### src/rtl/mrsi_pkg.sv
`timescale 1ns / 1ps
// shared types and constants for the music register stream interpreter
// no dependencies; imported by every module of the block

package mrsi_pkg;

	localparam int QUEUE_DEPTH = 2;

	// command byte boundaries
	localparam logic [7:0] CMD_EXT    = 8'h40;
	localparam logic [7:0] CMD_END    = 8'h80;
	localparam logic [7:0] CNT_MASK   = 8'h3f;
	localparam logic [7:0] DELAY_MASK = 8'h7f;

	// request codes on the input beat
	localparam logic [1:0] REQ_TICK  = 2'd0;
	localparam logic [1:0] REQ_BYTE  = 2'd1;
	localparam logic [1:0] REQ_START = 2'd2;

	typedef struct packed {
		logic [1:0] req_type;
		logic [7:0] in_byte;
	} in_item_t;

	typedef struct packed {
		logic       write_valid;
		logic       write_chip;
		logic [7:0] write_reg;
		logic [7:0] write_value;
		logic       want_bytes;
		logic       is_playing;
		logic       byte_ignored;
	} out_item_t;

	localparam logic CHIP_PSG = 1'b0;
	localparam logic CHIP_YM  = 1'b1;

	typedef enum logic [1:0] {
		OP_TICK,
		OP_BYTE,
		OP_START,
		OP_NOP
	} op_t;

	// class of a byte when it is read as a command
	typedef enum logic [2:0] {
		CLS_PSG,
		CLS_EXT,
		CLS_YM,
		CLS_END,
		CLS_DELAY
	} cls_t;

	// classified beat carried through the queue
	typedef struct packed {
		op_t        op;
		cls_t       cls;
		logic [7:0] data_byte;
	} fe_item_t;

endpackage

### src/rtl/mrsi_front.sv
`timescale 1ns / 1ps
// front stage: accepts input beats, sorts the request and pre-classifies the byte
// depends on mrsi_pkg

module mrsi_front import mrsi_pkg::*; (
	input  logic     clk,
	input  logic     arst_n,
	input  logic     item_valid,
	output logic     item_ready,
	input  in_item_t item,
	output logic     push_valid,
	input  logic     push_ready,
	output fe_item_t push_data
);

	logic     valid_s1;
	fe_item_t item_s1;
	fe_item_t cls_item;

	always_comb begin
		cls_item.data_byte = item.in_byte;
		case (item.req_type)
			REQ_TICK:  cls_item.op = OP_TICK;
			REQ_BYTE:  cls_item.op = OP_BYTE;
			REQ_START: cls_item.op = OP_START;
			default:   cls_item.op = OP_NOP;
		endcase
		if (item.in_byte < CMD_EXT) begin
			cls_item.cls = CLS_PSG;
		end else if (item.in_byte == CMD_EXT) begin
			cls_item.cls = CLS_EXT;
		end else if (item.in_byte < CMD_END) begin
			cls_item.cls = CLS_YM;
		end else if (item.in_byte == CMD_END) begin
			cls_item.cls = CLS_END;
		end else begin
			cls_item.cls = CLS_DELAY;
		end
	end

	assign item_ready = !valid_s1 || push_ready;
	assign push_valid = valid_s1;
	assign push_data  = item_s1;

	always_ff @(posedge clk or negedge arst_n) begin
		if (!arst_n) begin
			valid_s1 <= 1'b0;
		end else if (item_ready) begin
			valid_s1 <= item_valid;
		end
	end

	always_ff @(posedge clk) begin
		if (item_ready && item_valid) begin
			item_s1 <= cls_item;
		end
	end

endmodule

### src/rtl/mrsi_fifo.sv
`timescale 1ns / 1ps
// short queue of classified beats between the front and back stages
// depends on mrsi_pkg

module mrsi_fifo import mrsi_pkg::*; #(
	parameter int DEPTH = QUEUE_DEPTH
) (
	input  logic     clk,
	input  logic     arst_n,
	input  logic     push_valid,
	output logic     push_ready,
	input  fe_item_t push_data,
	output logic     pop_valid,
	input  logic     pop_ready,
	output fe_item_t pop_data
);

	localparam int PW = (DEPTH > 1) ? $clog2(DEPTH) : 1;
	localparam int CW = $clog2(DEPTH + 1);

	fe_item_t        queue_q [DEPTH];
	logic [PW-1:0]   wr_ptr_q;
	logic [PW-1:0]   rd_ptr_q;
	logic [CW-1:0]   count_q;
	logic            push;
	logic            pop;

	assign push_ready = (count_q != CW'(DEPTH));
	assign pop_valid  = (count_q != '0);
	assign push       = push_valid && push_ready;
	assign pop        = pop_valid && pop_ready;
	assign pop_data   = queue_q[rd_ptr_q];

	always_ff @(posedge clk) begin
		if (push) begin
			queue_q[wr_ptr_q] <= push_data;
		end
	end

	always_ff @(posedge clk or negedge arst_n) begin
		if (!arst_n) begin
			wr_ptr_q <= '0;
			rd_ptr_q <= '0;
			count_q  <= '0;
		end else begin
			if (push) begin
				wr_ptr_q <= (wr_ptr_q == PW'(DEPTH - 1)) ? '0 : wr_ptr_q + 1'b1;
			end
			if (pop) begin
				rd_ptr_q <= (rd_ptr_q == PW'(DEPTH - 1)) ? '0 : rd_ptr_q + 1'b1;
			end
			case ({push, pop})
				2'b10:   count_q <= count_q + 1'b1;
				2'b01:   count_q <= count_q - 1'b1;
				default: count_q <= count_q;
			endcase
		end
	end

endmodule

### src/rtl/mrsi_back.sv
`timescale 1ns / 1ps
// back stage: player state, command parser and the result register
// depends on mrsi_pkg

module mrsi_back import mrsi_pkg::*; (
	input  logic      clk,
	input  logic      arst_n,
	input  logic      pop_valid,
	output logic      pop_ready,
	input  fe_item_t  pop_data,
	output logic      result_valid,
	input  logic      result_ready,
	output out_item_t result
);

	typedef enum logic [5:0] {
		PH_CMD      = 6'b000001,
		PH_PSG_VAL  = 6'b000010,
		PH_EXT_CNT  = 6'b000100,
		PH_EXT_SKIP = 6'b001000,
		PH_YM_REG   = 6'b010000,
		PH_YM_VAL   = 6'b100000
	} phase_t;

	logic [6:0] delay_q;
	logic       playing_q;
	phase_t     phase_q;
	logic [7:0] held_reg_q;
	logic [5:0] left_q;
	logic       res_valid_q;
	out_item_t  res_q;

	logic [6:0] delay_d;
	logic       playing_d;
	phase_t     phase_d;
	logic [7:0] held_reg_d;
	logic [5:0] left_d;
	logic [5:0] left_dec;
	out_item_t  res_d;
	logic       pop;
	logic [7:0] b;

	assign pop_ready    = !res_valid_q || result_ready;
	assign pop          = pop_valid && pop_ready;
	assign result_valid = res_valid_q;
	assign result       = res_q;
	assign b            = pop_data.data_byte;
	assign left_dec     = left_q - 1'b1;

	always_comb begin
		delay_d    = delay_q;
		playing_d  = playing_q;
		phase_d    = phase_q;
		held_reg_d = held_reg_q;
		left_d     = left_q;
		res_d      = '0;
		case (pop_data.op)
			OP_START: begin
				delay_d   = 7'd1;
				playing_d = 1'b1;
				phase_d   = PH_CMD;
				left_d    = '0;
			end
			OP_TICK: begin
				if (delay_q != '0) begin
					delay_d = delay_q - 1'b1;
				end
			end
			OP_BYTE: begin
				if (playing_q && delay_q == '0) begin
					case (phase_q)
						PH_PSG_VAL: begin
							res_d.write_valid = 1'b1;
							res_d.write_chip  = CHIP_PSG;
							res_d.write_reg   = held_reg_q;
							res_d.write_value = b;
							phase_d           = PH_CMD;
						end
						PH_EXT_CNT: begin
							left_d  = b[5:0];
							phase_d = (b[5:0] != '0) ? PH_EXT_SKIP : PH_CMD;
						end
						PH_EXT_SKIP: begin
							left_d = left_dec;
							if (left_dec == '0) begin
								phase_d = PH_CMD;
							end
						end
						PH_YM_REG: begin
							held_reg_d = b;
							phase_d    = PH_YM_VAL;
						end
						PH_YM_VAL: begin
							res_d.write_valid = 1'b1;
							res_d.write_chip  = CHIP_YM;
							res_d.write_reg   = held_reg_q;
							res_d.write_value = b;
							left_d            = left_dec;
							phase_d           = (left_dec != '0) ? PH_YM_REG : PH_CMD;
						end
						default: begin
							phase_d = PH_CMD;
							case (pop_data.cls)
								CLS_PSG: begin
									held_reg_d = b & CNT_MASK;
									phase_d    = PH_PSG_VAL;
								end
								CLS_EXT: phase_d = PH_EXT_CNT;
								CLS_YM: begin
									left_d  = b[5:0];
									phase_d = PH_YM_REG;
								end
								CLS_END: playing_d = 1'b0;
								default: delay_d = b[6:0];
							endcase
						end
					endcase
				end else begin
					res_d.byte_ignored = 1'b1;
				end
			end
			default: ;
		endcase
		res_d.want_bytes = playing_d && (delay_d == '0);
		res_d.is_playing = playing_d;
	end

	always_ff @(posedge clk or negedge arst_n) begin
		if (!arst_n) begin
			delay_q     <= '0;
			playing_q   <= 1'b0;
			phase_q     <= PH_CMD;
			held_reg_q  <= '0;
			left_q      <= '0;
			res_valid_q <= 1'b0;
		end else begin
			if (pop) begin
				delay_q    <= delay_d;
				playing_q  <= playing_d;
				phase_q    <= phase_d;
				held_reg_q <= held_reg_d;
				left_q     <= left_d;
			end
			if (pop_ready) begin
				res_valid_q <= pop_valid;
			end
		end
	end

	always_ff @(posedge clk) begin
		if (pop) begin
			res_q <= res_d;
		end
	end

endmodule

### src/rtl/music_register_stream_interpreter_top.sv
`timescale 1ns / 1ps
// top level of the music register stream interpreter
// depends on mrsi_pkg, mrsi_front, mrsi_fifo, mrsi_back

// Turns a music command byte stream into PSG and YM register writes, paced by
// ticks. Every input beat (tick, stream byte or start) yields exactly one result
// beat carrying an optional register write plus the want_bytes, is_playing and
// byte_ignored status after that beat. The block takes one beat per clock cycle
// when the result side keeps up; the result beat is presented once its input beat
// has passed the front register, the queue and the result register, and up to
// QUEUE_DEPTH + 2 beats can be held while the result side stalls. The rate is set
// by the back stage's player state update, one beat per cycle unless results stall.

module music_register_stream_interpreter_top import mrsi_pkg::*; #(
	parameter int QUEUE_DEPTH_P = QUEUE_DEPTH
) (
	input  logic      clk,
	input  logic      arst_n,
	// input beats
	input  logic      item_valid,
	output logic      item_ready,
	input  in_item_t  item,
	// result beats
	output logic      result_valid,
	input  logic      result_ready,
	output out_item_t result
);

	// front to queue
	logic     fq_valid;
	logic     fq_ready;
	fe_item_t fq_data;

	// queue to back
	logic     qb_valid;
	logic     qb_ready;
	fe_item_t qb_data;

	// front: sorts the request and classifies the byte as a command
	mrsi_front u_front (
		.clk        (clk),
		.arst_n     (arst_n),
		.item_valid (item_valid),
		.item_ready (item_ready),
		.item       (item),
		.push_valid (fq_valid),
		.push_ready (fq_ready),
		.push_data  (fq_data)
	);

	// queue: lets the front keep taking beats while results are stalled
	mrsi_fifo #(
		.DEPTH (QUEUE_DEPTH_P)
	) u_fifo (
		.clk        (clk),
		.arst_n     (arst_n),
		.push_valid (fq_valid),
		.push_ready (fq_ready),
		.push_data  (fq_data),
		.pop_valid  (qb_valid),
		.pop_ready  (qb_ready),
		.pop_data   (qb_data)
	);

	// back: delay counter, parse phase and the registered result
	mrsi_back u_back (
		.clk          (clk),
		.arst_n       (arst_n),
		.pop_valid    (qb_valid),
		.pop_ready    (qb_ready),
		.pop_data     (qb_data),
		.result_valid (result_valid),
		.result_ready (result_ready),
		.result       (result)
	);

	// a write happens only while playing with the delay expired
	a_write_while_wanted: assert property (@(posedge clk) disable iff (!arst_n)
		result_valid && result.write_valid |-> result.want_bytes && result.is_playing)
		else $error("register write outside of byte phase");

	// an ignored byte never issues a write
	a_ignored_no_write: assert property (@(posedge clk) disable iff (!arst_n)
		result_valid && result.byte_ignored |-> !result.write_valid)
		else $error("ignored byte produced a write");

	// want_bytes implies playback is active
	a_want_implies_play: assert property (@(posedge clk) disable iff (!arst_n)
		result_valid && result.want_bytes |-> result.is_playing)
		else $error("bytes wanted while not playing");

	// a beat leaving the queue always lands in the result register next cycle
	a_pop_fills_result: assert property (@(posedge clk) disable iff (!arst_n)
		qb_valid && qb_ready |=> result_valid)
		else $error("queue pop lost");

endmodule

### config.mk
export PLATFORM = sky130hd
export DESIGN_NAME = music_register_stream_interpreter_top
export DESIGN_NICKNAME = d
export VERILOG_FILES = /design/src/rtl/mrsi_pkg.sv /design/src/rtl/mrsi_front.sv /design/src/rtl/mrsi_fifo.sv /design/src/rtl/mrsi_back.sv /design/src/rtl/music_register_stream_interpreter_top.sv
export SDC_FILE = /design/constraint.sdc
export NUM_CORES = 1
export LEC_CHECK = 0
export ABC_AREA = 0
export BUFFER_PORTS_ARGS = -buffer_cell sky130_fd_sc_hd__buf_2
export CAP_MARGIN = 20
export CORE_MARGIN = 3
export CORE_UTILIZATION = 35
export CTS_BUF_LIST = sky130_fd_sc_hd__clkbuf_2
export CTS_CLUSTER_SIZE = 30
export DETAILED_ROUTE_END_ITERATION = 10
export HOLD_SLACK_MARGIN = 0.03
export PLACE_DENSITY = 0.62
export SLEW_MARGIN = 20
export SYNTH_ARGS = -nofsm -noshare
export SYNTH_HDL_FRONTEND = slang
export SYNTH_HIERARCHICAL = 1
export SYNTH_SLANG_ARGS = --single-unit
### constraint.sdc
create_clock -name clk -period 3.4 [get_ports clk]
set_input_delay 0.68 -clock clk [delete_from_list [all_inputs] [get_ports clk]]
set_output_delay 0.68 -clock clk [all_outputs]
set_load 0.01 [all_outputs]
After elaboration in Yosys (flattened, before gate mapping)
Memory sizes are Yosys's and may differ from the RTL's. Index checks and enable logic that the tools add are counted.

Register bits: 68. Bits in writable memories: 26. Input bits: 14. Memories: 1.

$add $sub $neg: 6. Order comparisons: 2. Eq/ne operators: 21. Mux-type cells: 33. Bitwise operators: 1. Reduce and logical (&&, ||, !) cells: 33.

Memory list: u_fifo.queue_q (depth 2, width 13, read ports 1, clocked after Yosys merged registers in 0, wr ports 1, RTL line mrsi_fifo.sv:21) `fe_item_t queue_q [DEPTH];`.

Operators by type and width (number): $pmux W18 S2 (1); $pmux W6 S5 (1); $mux W7 (4); $mux W6 (4); $pmux W6 S2 (2); $pmux W7 S3 (1); $pmux W6 S3 (1); $pmux W8 S2 (1); $pmux W5 S3 (1); $logic_not A7 Y1 (2); $reduce_bool A6 Y1 (2); $reduce_and A5 Y1 (2); $mux W1 (9); $eq A8 B7 Y1 const B (1); $eq A8 B8 Y1 const B (1); $lt A8 B7 Y1 const B (1); $lt A8 B8 Y1 const B (1); $mux W8 (1); $reduce_bool A2 Y1 (4); $reduce_or A4 Y1 (2); $reduce_bool A7 Y1 (1); $sub A7 B1 Y7 const B (1); $eq A2 B1 Y1 const B (3); $eq A2 B2 Y1 const B (3); other kinds (34) (46).

Longest topological paths before layout
Gate-level depths: netlist of run 1. An unclocked memory read counts as a cell.

Depth in word-level cells: 9. Depth in mapped cells: 10. Mapped depth without buffers: 9.

Modules after synthesis
Netlist of run 1, hierarchy kept.

Modules (own cells, without submodules): mrsi_back (instances 1, cells each 287, area an instance 2904.0 sq um, seq. area each 1357.6 sq um); mrsi_fifo (instances 1, cells each 57, area an instance 1129.8 sq um, seq. area each 880.8 sq um); mrsi_front (instances 1, cells each 27, area an instance 490.5 sq um, seq. area each 415.4 sq um).

Worst setup path before layout of run 1
No wires, ideal clock.

Path type: flip-flop to flip-flop. Start: register u_fifo.rd_ptr_q. End: register u_back.res_q (netlist bit u_back/result[2]) (data pin). Setup time: 170 ps. Arrival time: 2277 ps. Data required time: 3230 ps. Slack: 953 ps. Cell stages (with the launch flop): 9. Buffers on the path: 1. Path through: dfrtp_1 -> buf_4 -> mux2_2 -> ha_1 -> or2_1 -> and2_1 -> a2111oi_2 -> o21ai_1 -> nor4_2.

RTL lines: start: declaration (RTL line mrsi_fifo.sv:23) `logic [PW-1:0] rd_ptr_q;`; start signal: assignment (RTL line mrsi_fifo.sv:50) `rd_ptr_q <= (rd_ptr_q == PW'(DEPTH - 1)) ? '0 : rd_ptr_q + 1'b1;`; end signal: assignment (RTL line mrsi_back.sv:152) `res_q <= res_d;`; end: declaration (RTL line mrsi_back.sv:31) `out_item_t res_q;`.

==> results of run 1 <==
[flip-flops by register name, indices dropped and copies added (netlist names), 2 cells and up]
register,flops
u_back/left_q,6
u_front/push_data,13
u_back/held_reg_q,8
u_back/phase_q,6
u_back/result,21
u_fifo/count_q,2
u_fifo/queue_q,26
u_back/delay_q,7
[Yosys cell counts, drive strengths merged (4+ instances only)]
cell / count / area, sq um
xnor2: 5 / 43.8
o21ai: 28 / 148
ha: 8 / 100
edfxtp: 60 / 1800
buf: 8 / 51.3
o2111ai: 4 / 35.0
mux2: 25 / 304
and2: 20 / 128
nor2b: 5 / 31.3
nor4: 6 / 50.0
nand2b: 9 / 56.3
clkbuf: 4 / 15.0
dfrtp: 33 / 826
nand3: 9 / 50.1
or4: 5 / 37.5
a21oi: 13 / 65.1
nor2: 23 / 93.8
nand4: 5 / 31.3
mux2i: 5 / 50.1
nor3: 8 / 50.1
inv: 11 / 41.3
nand2: 32 / 120
xor2: 4 / 35.0
[critical path, delay by kind of cell (launching register included)]
kind                       cells  cell delay [ns]
muxes                          2             0.75
adders and majority gates      1             0.45
DFF                            1             0.43
buffers and inverters          2             0.36
AOI/OAI and AO/OA              1             0.36
and+or+nand+nor                2             0.29
[worst paths after layout]
path | start | endpoint | slack (ns)
setup / recovery | u_fifo/rd_ptr_q$_DFFE_PN0P_ | u_back/phase_q[3]$_DFFE_PN0P_ | 0.68
hold / removal | arst_n | u_back/phase_q[4]$_DFFE_PN0P_ | 0.14
setup reg to reg | u_fifo/rd_ptr_q$_DFFE_PN0P_ | u_back/phase_q[3]$_DFFE_PN0P_ | 0.68
hold reg to reg | u_front/push_data[0]$_DFFE_PP_ | u_fifo/queue_q[0][0]$_DFFE_PP_ | 0.48
max in group asynchronous | arst_n | u_front/push_valid$_DFFE_PN0P_ | 2.73
min in group clk | item[4] | u_front/push_data[4]$_DFFE_PP_ | 0.27
[final cells by class]
| class | count | area, sq um | area share [%] |
|---|---|---|---|
| clock inverters | 7 | 97.6 | 1.95 |
| flip-flops and latches | 94 | 2650 | 52.9 |
| clock buffers | 9 | 45.0 | 0.898 |
| multi-input cells | 254 | 1770 | 35.2 |
| well taps | 168 | 210 | 4.19 |
| inverters | 11 | 41.3 | 0.823 |
| repair buffers | 39 | 203 | 4.04 |
[layer usage]
layer	vias to the layer above	routed length (microns)	global-route usage (%)
met3	20	537	3.82
met4	0	244	5.65
met2	101	4520	22.6
met1	1471	4490	19.1
li1	1450	-	-
met5	-	0	0
[cells by family (layout without fill, tap and decap cells)]
| group | count (synthesis) | in the layout |
|---|---|---|
| simple gates | 139 | 139 |
| flops | 94 | 94 |
| compound gates | 68 | 68 |
| mux | 30 | 30 |
| buf+inv | 23 | 66 |
| xor+xnor | 9 | 9 |
| fa+ha+maj | 8 | 8 |
[power by group through the flow]
stage               Combinational, mW  Sequential (mW)  Clock, mW
floorplan                        1.24             1.83          0
global placement                 1.75             1.85          0
detailed placement               1.76             1.86          0
CTS                              1.77             1.83      0.668
global route                     1.93             1.88      0.714
finish                           1.77             1.83      0.635
[through the flow]
stage | std cells | utilization [%] | setup slack, ns
2_1_floorplan | 371 | - | 0.953
3_3_place_gp | 566 | 39.6 | 0.755
3_5_place_dp | 566 | 39.6 | 0.727
4_1_cts | 582 | 40.7 | 0.699
5_1_grt | 582 | 40.7 | 0.431
6_report | 582 | 40.7 | 0.678
==> metrics.txt, run 1 <==
# TYPE chip_impl_metric gauge
chip_impl_metric{name="cts_buffers",unit=""} 9
chip_impl_info{name="critical_path.endpoint_type",value="register"} 1
chip_impl_metric{name="globalplace.congestion",unit=""} 0.896
chip_impl_metric{name="power.density",unit="nW/um^2"} 845
chip_impl_metric{name="die_width",unit="microns"} 120
chip_impl_metric{name="syn-cell-area",unit="sq um"} 4520
chip_impl_info{name="dominantRegCellSynth",value="sky130_fd_sc_hd__edfxtp_1"} 1
chip_impl_metric{name="place.port_buffers",unit=""} 36
chip_impl_metric{name="swShare",unit="%"} 40.4
chip_impl_metric{name="reg2reg_depth",unit=""} 8
chip_impl_metric{name="totalPowerFinal",unit="mW"} 4.24
chip_impl_metric{name="fmax",unit="MHz"} 367
chip_impl_metric{name="worst_pin_slew",unit="ns"} 0.823
chip_impl_metric{name="initial_utilization",unit="%"} 36.7
chip_impl_metric{name="drt_iter0_drc",unit=""} 187
chip_impl_metric{name="grt_start_max_net_pins",unit=""} 35
chip_impl_metric{name="routed_wl",unit="mm"} 9.79
chip_impl_metric{name="hold_buf_count_cts",unit=""} 0
chip_impl_metric{name="routed-via-count",unit=""} 3042
chip_impl_metric{name="layout.cell_area.non_filler",unit="sq um"} 5020
chip_impl_metric{name="die_h",unit="microns"} 120
chip_impl_info{name="rsz0062_at_grt",value="false"} 1
chip_impl_metric{name="fillerInstances",unit=""} 1190
chip_impl_metric{name="synth_compound_gate_area_share",unit="%"} 9.90
chip_impl_metric{name="share_clk_of_total_power",unit="%"} 15.0
chip_impl_metric{name="p_comb_share",unit="%"} 41.8
chip_impl_metric{name="slew_headroom",unit="%"} 45.1
chip_impl_metric{name="synthSimpleGateAreaFrac",unit="%"} 17.3
chip_impl_metric{name="report.final.hold_viol_count",unit=""} 0
chip_impl_metric{name="worstSkewPairLatency",unit="ns"} 0.59
chip_impl_info{name="hold_class",value="in -> async"} 1
chip_impl_info{name="largest_family_of_logic_cells_by_synthesized_area",value="simple AND/OR/NAND/NOR gates"} 1
chip_impl_metric{name="delay_of_the_slowest_cell_on_the_worst_path",unit="ns"} 0.45
chip_impl_metric{name="avgViaCountPerCell",unit=""} 5.23
chip_impl_metric{name="fp-row-count",unit=""} 40
chip_impl_metric{name="ys_seq_elements",unit=""} 94
chip_impl_metric{name="layout-area-overhead-vs-synth",unit="%"} 10.9
chip_impl_metric{name="internal_power",unit="mW"} 2.53
chip_impl_metric{name="detailedRoute.firstPassIterationCount",unit=""} 7
chip_impl_metric{name="post_synth_num_cell_types",unit=""} 65
chip_impl_metric{name="nets",unit=""} 431
chip_impl_metric{name="cts.repair_timing.setup_buffer_count",unit=""} 0
chip_impl_info{name="tritoncts",value="built"} 1
chip_impl_metric{name="post-route-period-util",unit="%"} 80.1
chip_impl_info{name="timing_worst_setup_path_type",value="reg -> reg"} 1
chip_impl_metric{name="count_of_flip_flops_with_a_built_in_enable_after_synthesis",unit=""} 60
chip_impl_metric{name="power.leakage",unit="nW"} 1.97
chip_impl_metric{name="drt-wirelength-per-cell",unit="microns"} 16.8
chip_impl_metric{name="worst_hold_slack",unit="ns"} 0.139
chip_impl_metric{name="synth-xor-area-share",unit="%"} 1.74
chip_impl_metric{name="critical_path.max_fanout",unit=""} 12
chip_impl_info{name="worst_setup_path_start_kind",value="register"} 1
chip_impl_metric{name="finalClockSkew",unit="ns"} 0.0364
chip_impl_metric{name="gr-usage-all-layers",unit="%"} 14.4
chip_impl_metric{name="cap_violations",unit=""} 0
chip_impl_metric{name="synth.mux.area_fraction",unit="%"} 7.83
chip_impl_metric{name="floorplan.die_area",unit="sq um"} 14300
chip_impl_metric{name="number_of_top_level_pins",unit=""} 37
chip_impl_metric{name="async_flop_share",unit="%"} 36.2
chip_impl_info{name="cell_repeated_most_along_the_worst_path",value="sky130_fd_sc_hd__inv_1"} 1
chip_impl_metric{name="grt_overflow_total",unit=""} 0
chip_impl_metric{name="global_route_wire_length_before_repair",unit="mm"} 16.0
chip_impl_metric{name="drc",unit=""} 0
chip_impl_metric{name="cts_max_level",unit=""} 3
chip_impl_info{name="run_status",value="finished, final reports clean"} 1
chip_impl_info{name="critical_path_slowest_stage_cell",value="sky130_fd_sc_hd__ha_1"} 1
chip_impl_metric{name="fin_setup_tns",unit="ns"} 0
chip_impl_info{name="clock_tree.root_cell",value="sky130_fd_sc_hd__clkbuf_2"} 1
chip_impl_metric{name="antenna_found_initial",unit=""} 0
chip_impl_metric{name="area_share_of_fa_ha_maj_cells_after_synthesis",unit="%"} 2.21
chip_impl_metric{name="clkSinkCount",unit=""} 94
chip_impl_info{name="final_common_cell",value="sky130_fd_sc_hd__edfxtp_1"} 1
chip_impl_metric{name="drive_above_1_share",unit="%"} 22.0
chip_impl_metric{name="timing.final.max_slew_violations",unit=""} 0
chip_impl_metric{name="synth_nets",unit=""} 393
chip_impl_info{name="most_frequent_cells_in_the_layout",value="sky130_fd_sc_hd__edfxtp_1, sky130_fd_sc_hd__buf_2, sky130_fd_sc_hd__dfrtp_1, sky130_fd_sc_hd__nand2_1, sky130_fd_sc_hd__nor2_1"} 1
chip_impl_metric{name="cp.arrival",unit="ns"} 3.21
chip_impl_metric{name="drt.antenna.violating_nets",unit=""} 0
chip_impl_metric{name="yosys_warnings",unit=""} 6
chip_impl_metric{name="ctsLongestPathBuffers",unit=""} 2
chip_impl_metric{name="clkTransAtPathRegs",unit="ns"} 0.27
chip_impl_metric{name="seqPwrFrac",unit="%"} 43.3
chip_impl_metric{name="core_region_area",unit="sq um"} 12300
chip_impl_metric{name="vdd_ir_drop_max",unit="mV"} 0.461
chip_impl_metric{name="first_global_vias",unit=""} 3067
chip_impl_info{name="path_cells",value="mux2_2 -> inv_1 -> ha_1 -> inv_1 -> nand2_1 -> nand4_1 -> o21ai_2 -> mux2_1"} 1
chip_impl_metric{name="power.net_switching",unit="mW"} 1.71
chip_impl_metric{name="cp_data_required_time",unit="ns"} 3.89
chip_impl_metric{name="yosysSeqAreaShare",unit="%"} 58.7
chip_impl_metric{name="placed_cell_area",unit="sq um"} 4870
chip_impl_metric{name="setup_violations",unit=""} 0
chip_impl_metric{name="cts-resized-gates",unit=""} 0
chip_impl_metric{name="cells_after_synthesis",unit=""} 371
chip_impl_metric{name="average_cell_area_after_synthesis",unit="sq um"} 12.2
chip_impl_metric{name="min_period",unit="ns"} 2.72
chip_impl_metric{name="antenna_cells_inserted",unit=""} 0
chip_impl_metric{name="detailed_place_hpwl",unit="mm"} 6.92
No activity file was read; power rests on OpenSTA's default activity.
==> inputs of run 2 (changes only) <==
--- a/config.mk
+++ b/config.mk
@@ -5,7 +5,7 @@
 export SDC_FILE = /design/constraint.sdc
 export NUM_CORES = 1
 export LEC_CHECK = 0
-export ABC_AREA = 0
+export ABC_AREA = 1
 export BUFFER_PORTS_ARGS = -buffer_cell sky130_fd_sc_hd__buf_2
 export CAP_MARGIN = 20
 export CORE_MARGIN = 3
==> constraint.sdc (replaced) <==
create_clock -name clk -period 2.7 [get_ports clk]
set_input_delay 0.54 -clock clk [delete_from_list [all_inputs] [get_ports clk]]
set_output_delay 0.54 -clock clk [all_outputs]
set_load 0.01 [all_outputs]
==> metrics.txt, run 2 <==
# TYPE chip_impl_metric gauge
chip_impl_info{name="run_status",value="finished, final reports clean"} 1
chip_impl_info{name="dominantRegCellSynth",value="sky130_fd_sc_hd__edfxtp_1"} 1
chip_impl_info{name="cell_repeated_most_along_the_worst_path",value="sky130_fd_sc_hd__nand2_1"} 1
chip_impl_metric{name="yosys_warnings",unit=""} 6
chip_impl_metric{name="synth_compound_gate_area_share",unit="%"} 7.49
chip_impl_metric{name="fp-row-count",unit=""} 41
chip_impl_metric{name="largest_reg_flops",unit=""} 26
chip_impl_metric{name="vdd_ir_drop_max",unit="mV"} 0.350
chip_impl_metric{name="final-seq-area",unit="sq um"} 2650
chip_impl_metric{name="drc",unit=""} 0
chip_impl_metric{name="critical_path_depth",unit=""} 11
chip_impl_metric{name="cts.repair_timing.setup_buffer_count",unit=""} 0
chip_impl_metric{name="area_share_of_fa_ha_maj_cells_after_synthesis",unit="%"} 2.14
chip_impl_info{name="final_common_cell",value="sky130_fd_sc_hd__nand2_1"} 1
chip_impl_metric{name="report.final.hold_viol_count",unit=""} 0
chip_impl_metric{name="routed-via-count",unit=""} 3259
chip_impl_info{name="worst_setup_path_start_kind",value="register"} 1
chip_impl_metric{name="drt_iter0_drc",unit=""} 175
chip_impl_metric{name="timing.critical_path.buf_inv",unit=""} 4
chip_impl_metric{name="clkSinkCount",unit=""} 94
chip_impl_metric{name="layout-area-overhead-vs-synth",unit="%"} 10.6
chip_impl_metric{name="reg2reg_depth",unit=""} 11
chip_impl_metric{name="min_period",unit="ns"} 2.20
chip_impl_info{name="synth_top_cells_by_count",value="sky130_fd_sc_hd__nand2_1, sky130_fd_sc_hd__inv_1, sky130_fd_sc_hd__edfxtp_1, sky130_fd_sc_hd__nor2_1, sky130_fd_sc_hd__dfrtp_1"} 1
chip_impl_metric{name="slew_headroom",unit="%"} 45.7
chip_impl_metric{name="fmax",unit="MHz"} 454
chip_impl_metric{name="setup_violations",unit=""} 0
chip_impl_metric{name="global_route_wire_length_before_repair",unit="mm"} 15.1
chip_impl_metric{name="multiInputGateArea",unit="sq um"} 1690
chip_impl_metric{name="finalClockSkew",unit="ns"} 0.0235
chip_impl_info{name="hold-path-endpoint",value="u_front/push_data[12]$_DFFE_PP_"} 1
chip_impl_metric{name="syn-cell-area",unit="sq um"} 4680
chip_impl_metric{name="fillerInstances",unit=""} 1293
chip_impl_metric{name="power.density",unit="nW/um^2"} 1110
chip_impl_info{name="worst_path_dominant_cell_family",value="simple AND/OR/NAND/NOR gates"} 1
chip_impl_metric{name="grt_start_max_net_pins",unit=""} 35
chip_impl_metric{name="ctsLongestPathBuffers",unit=""} 2
chip_impl_metric{name="drive_above_1_share",unit="%"} 21.2
chip_impl_info{name="r2r-end",value="u_back/result[5]$_SDFFCE_PN0P_"} 1
chip_impl_metric{name="cap_violations",unit=""} 0
chip_impl_metric{name="whs_path_depth",unit=""} 1
chip_impl_metric{name="antenna_cells_inserted",unit=""} 0
chip_impl_info{name="most_frequent_cells_in_the_layout",value="sky130_fd_sc_hd__nand2_1, sky130_fd_sc_hd__inv_1, sky130_fd_sc_hd__edfxtp_1, sky130_fd_sc_hd__nor2_1, sky130_fd_sc_hd__buf_2"} 1
chip_impl_metric{name="ys_seq_elements",unit=""} 94
chip_impl_info{name="largest_family_of_logic_cells_by_synthesized_area",value="simple AND/OR/NAND/NOR gates"} 1
chip_impl_metric{name="detailed_place_hpwl",unit="mm"} 6.55
chip_impl_metric{name="worstSkewPairLatency",unit="ns"} 0.56
chip_impl_metric{name="cts_max_level",unit=""} 3
chip_impl_metric{name="critical_path.max_fanout",unit=""} 16
chip_impl_metric{name="totalPowerFinal",unit="mW"} 5.73
chip_impl_info{name="r2r_start",value="u_fifo/rd_ptr_q$_DFFE_PN0P_"} 1
chip_impl_metric{name="cp.arrival",unit="ns"} 2.62
chip_impl_metric{name="cts_buffers",unit=""} 9
chip_impl_info{name="synth_most_common_cell",value="sky130_fd_sc_hd__nand2_1"} 1
chip_impl_metric{name="count_of_flip_flops_with_a_built_in_enable_after_synthesis",unit=""} 60
chip_impl_metric{name="final_core_util",unit="%"} 40.4
chip_impl_info{name="path_cells",value="buf_4 -> nand2_1 -> nand2_1 -> inv_1 -> ha_1 -> nand2_1 -> nor2_1 -> inv_2 -> a21oi_2 -> inv_2 -> nor2_1"} 1
chip_impl_metric{name="synthSimpleGateAreaFrac",unit="%"} 24.4
chip_impl_metric{name="drt-wirelength-per-cell",unit="microns"} 12.3
chip_impl_metric{name="synth_nets",unit=""} 516
chip_impl_metric{name="delay_of_the_slowest_cell_on_the_worst_path",unit="ns"} 0.44
chip_impl_metric{name="power.leakage",unit="nW"} 2.28
chip_impl_metric{name="initial_utilization",unit="%"} 36.5
chip_impl_metric{name="antenna_found_initial",unit=""} 0
chip_impl_info{name="critical_path.endpoint_type",value="register"} 1
chip_impl_metric{name="worst_pin_slew",unit="ns"} 0.814
chip_impl_info{name="clock_tree.root_cell",value="sky130_fd_sc_hd__clkbuf_2"} 1
chip_impl_metric{name="post-synth-top-area-fraction",unit="%"} 38.5
chip_impl_metric{name="post-route-period-util",unit="%"} 81.7
chip_impl_info{name="yosysTopAreaCell",value="sky130_fd_sc_hd__edfxtp_1"} 1
chip_impl_metric{name="routed_wl",unit="mm"} 8.81
chip_impl_metric{name="drt.antenna.violating_nets",unit=""} 0
chip_impl_metric{name="first_global_vias",unit=""} 3228
chip_impl_metric{name="yosysSeqAreaShare",unit="%"} 56.7
chip_impl_metric{name="die_width",unit="microns"} 122
chip_impl_metric{name="place.port_buffers",unit=""} 36
chip_impl_metric{name="floorplan.die_area",unit="sq um"} 14800
chip_impl_info{name="timing_worst_setup_path_type",value="reg -> reg"} 1
chip_impl_metric{name="grt_overflow_total",unit=""} 0
chip_impl_metric{name="avgViaCountPerCell",unit=""} 4.56
chip_impl_metric{name="core_region_area",unit="sq um"} 12800
chip_impl_metric{name="clkTransAtPathRegs",unit="ns"} 0.24
chip_impl_info{name="tritoncts",value="built"} 1
chip_impl_info{name="synth.top_cells.by_area",value="sky130_fd_sc_hd__edfxtp_1, sky130_fd_sc_hd__dfrtp_1, sky130_fd_sc_hd__nand2_1"} 1
chip_impl_info{name="hold_class",value="in -> reg"} 1
chip_impl_metric{name="cp_data_required_time",unit="ns"} 3.12
chip_impl_info{name="critical_path_slowest_stage_cell",value="sky130_fd_sc_hd__dfrtp_1"} 1
chip_impl_metric{name="synth.mux.area_fraction",unit="%"} 0.428
chip_impl_metric{name="post_synth_num_cell_types",unit=""} 38
chip_impl_metric{name="synth-xor-area-share",unit="%"} 1.68
chip_impl_info{name="rsz0062_at_grt",value="false"} 1
chip_impl_info{name="hold_path_startpoint",value="item[9]"} 1
chip_impl_metric{name="fin_setup_tns",unit="ns"} 0
chip_impl_info{name="regMostFlops",value="u_fifo/queue_q"} 1
chip_impl_metric{name="globalplace.congestion",unit=""} 0.882
chip_impl_metric{name="reg2reg_setup_slack",unit="ns"} 0.50
chip_impl_metric{name="timing.final.max_slew_violations",unit=""} 0
chip_impl_metric{name="detailedRoute.firstPassIterationCount",unit=""} 4
chip_impl_metric{name="nets",unit=""} 560
chip_impl_metric{name="die_h",unit="microns"} 122
chip_impl_metric{name="async_flop_share",unit="%"} 36.2
chip_impl_metric{name="average_cell_area_after_synthesis",unit="sq um"} 9.47
chip_impl_metric{name="cells_after_synthesis",unit=""} 494
chip_impl_metric{name="gr-usage-all-layers",unit="%"} 12.9
chip_impl_metric{name="number_of_top_level_pins",unit=""} 37
==> run 2: cell types whose count changed after synthesis, moves of 12 or more <==
cell | previous run | this run
sky130_fd_sc_hd__and2_1 | 19 | 0
sky130_fd_sc_hd__inv_1 | 10 | 61
sky130_fd_sc_hd__mux2_2 | 15 | 0
sky130_fd_sc_hd__nand2_1 | 32 | 137
sky130_fd_sc_hd__nand3_1 | 8 | 20
sky130_fd_sc_hd__nor2_1 | 22 | 37
sky130_fd_sc_hd__nor2_2 | 0 | 16
==> run 2: report_power, final <==
group	leakage, nW	total (mW)	internal (mW)	switching (mW)
logic	1.18	2.73	0.906	1.83
clock network	0.0688	0.665	0.209	0.456
registers	1.02	2.34	2.08	0.252
total	2.28	5.73	3.20	2.54
==> run 2: cells by family (layout without fill, tap and decap cells) <==
family / after synthesis / count (layout)
AOI/OAI and AO/OA: 55 / 55
xor gates and xnor gates: 9 / 9
adders and majority gates: 8 / 8
buffers and inverters: 81 / 130
DFF: 94 / 94
muxes: 2 / 2
and+or+nand+nor: 245 / 245
==> run 2: what timing repair did <==
action,CTS,global route
endpoints found under the hold margin,33,0
hold buffers,1,0
gates resized for setup,0,0
==> run 2: metal layers <==
metal  global-route usage (%)  share of wire [%]  vias up
met1                     16.9                 48     1477
met2                     20.6                 46       77
li1                         -                  -     1687
met3                     3.76                4.7       18
met5                        0                  0        -
met4                     4.62                1.7        0
==> run 2: worst max-delay path by stage <==
stage                                        to                         from  slack [ns]
6_report         u_back/result[5]$_SDFFCE_PN0P_  u_fifo/rd_ptr_q$_DFFE_PN0P_        0.50
5_1_grt          u_back/result[5]$_SDFFCE_PN0P_  u_fifo/rd_ptr_q$_DFFE_PN0P_        0.24
4_1_cts          u_back/result[5]$_SDFFCE_PN0P_  u_fifo/rd_ptr_q$_DFFE_PN0P_        0.43
3_5_place_dp     u_back/result[5]$_SDFFCE_PN0P_  u_fifo/rd_ptr_q$_DFFE_PN0P_        0.52
3_3_place_gp     u_back/result[4]$_SDFFCE_PN0P_  u_fifo/rd_ptr_q$_DFFE_PN0P_        0.59
2_1_floorplan  u_back/held_reg_q[2]$_DFFE_PN0P_                 result_ready        0.55
==> run 2: worst register-to-register path, delay by kind of cell, from the launching register on <==
kind | cells | cell delay (ns)
adder cells (fa/ha/maj) | 1 | 0.29
AND/OR/NAND/NOR | 5 | 0.65
flip-flops | 1 | 0.44
buffers and inverters | 4 | 0.52
AO/OA/AOI/OAI | 1 | 0.16
==> run 2: layout make-up <==
| cell class | count | share of cell area, % |
|---|---|---|
| multi-input combinational | 319 | 32.6 |
| clock inverter | 7 | 1.23 |
| inverter | 69 | 5.00 |
| timing repair buffer | 45 | 4.83 |
| sequential | 94 | 51.3 |
| tap | 172 | 4.16 |
| clock buffer | 9 | 0.870 |
==> run 2: through the flow <==
| step | instances | setup slack, ns | instance area (sq um) | hold WS, ns |
|---|---|---|---|---|
| detailed placement | 698 | 0.524 | 5060 | 0.431 |
| CTS | 715 | 0.428 | 5180 | 0.0668 |
| floorplan | 494 | 0.552 | 4680 | 0.244 |
| global placement | 698 | 0.591 | 5060 | 0.424 |
| global route | 715 | 0.238 | 5180 | 0.0396 |
| finish | 715 | 0.495 | 5180 | 0.153 |
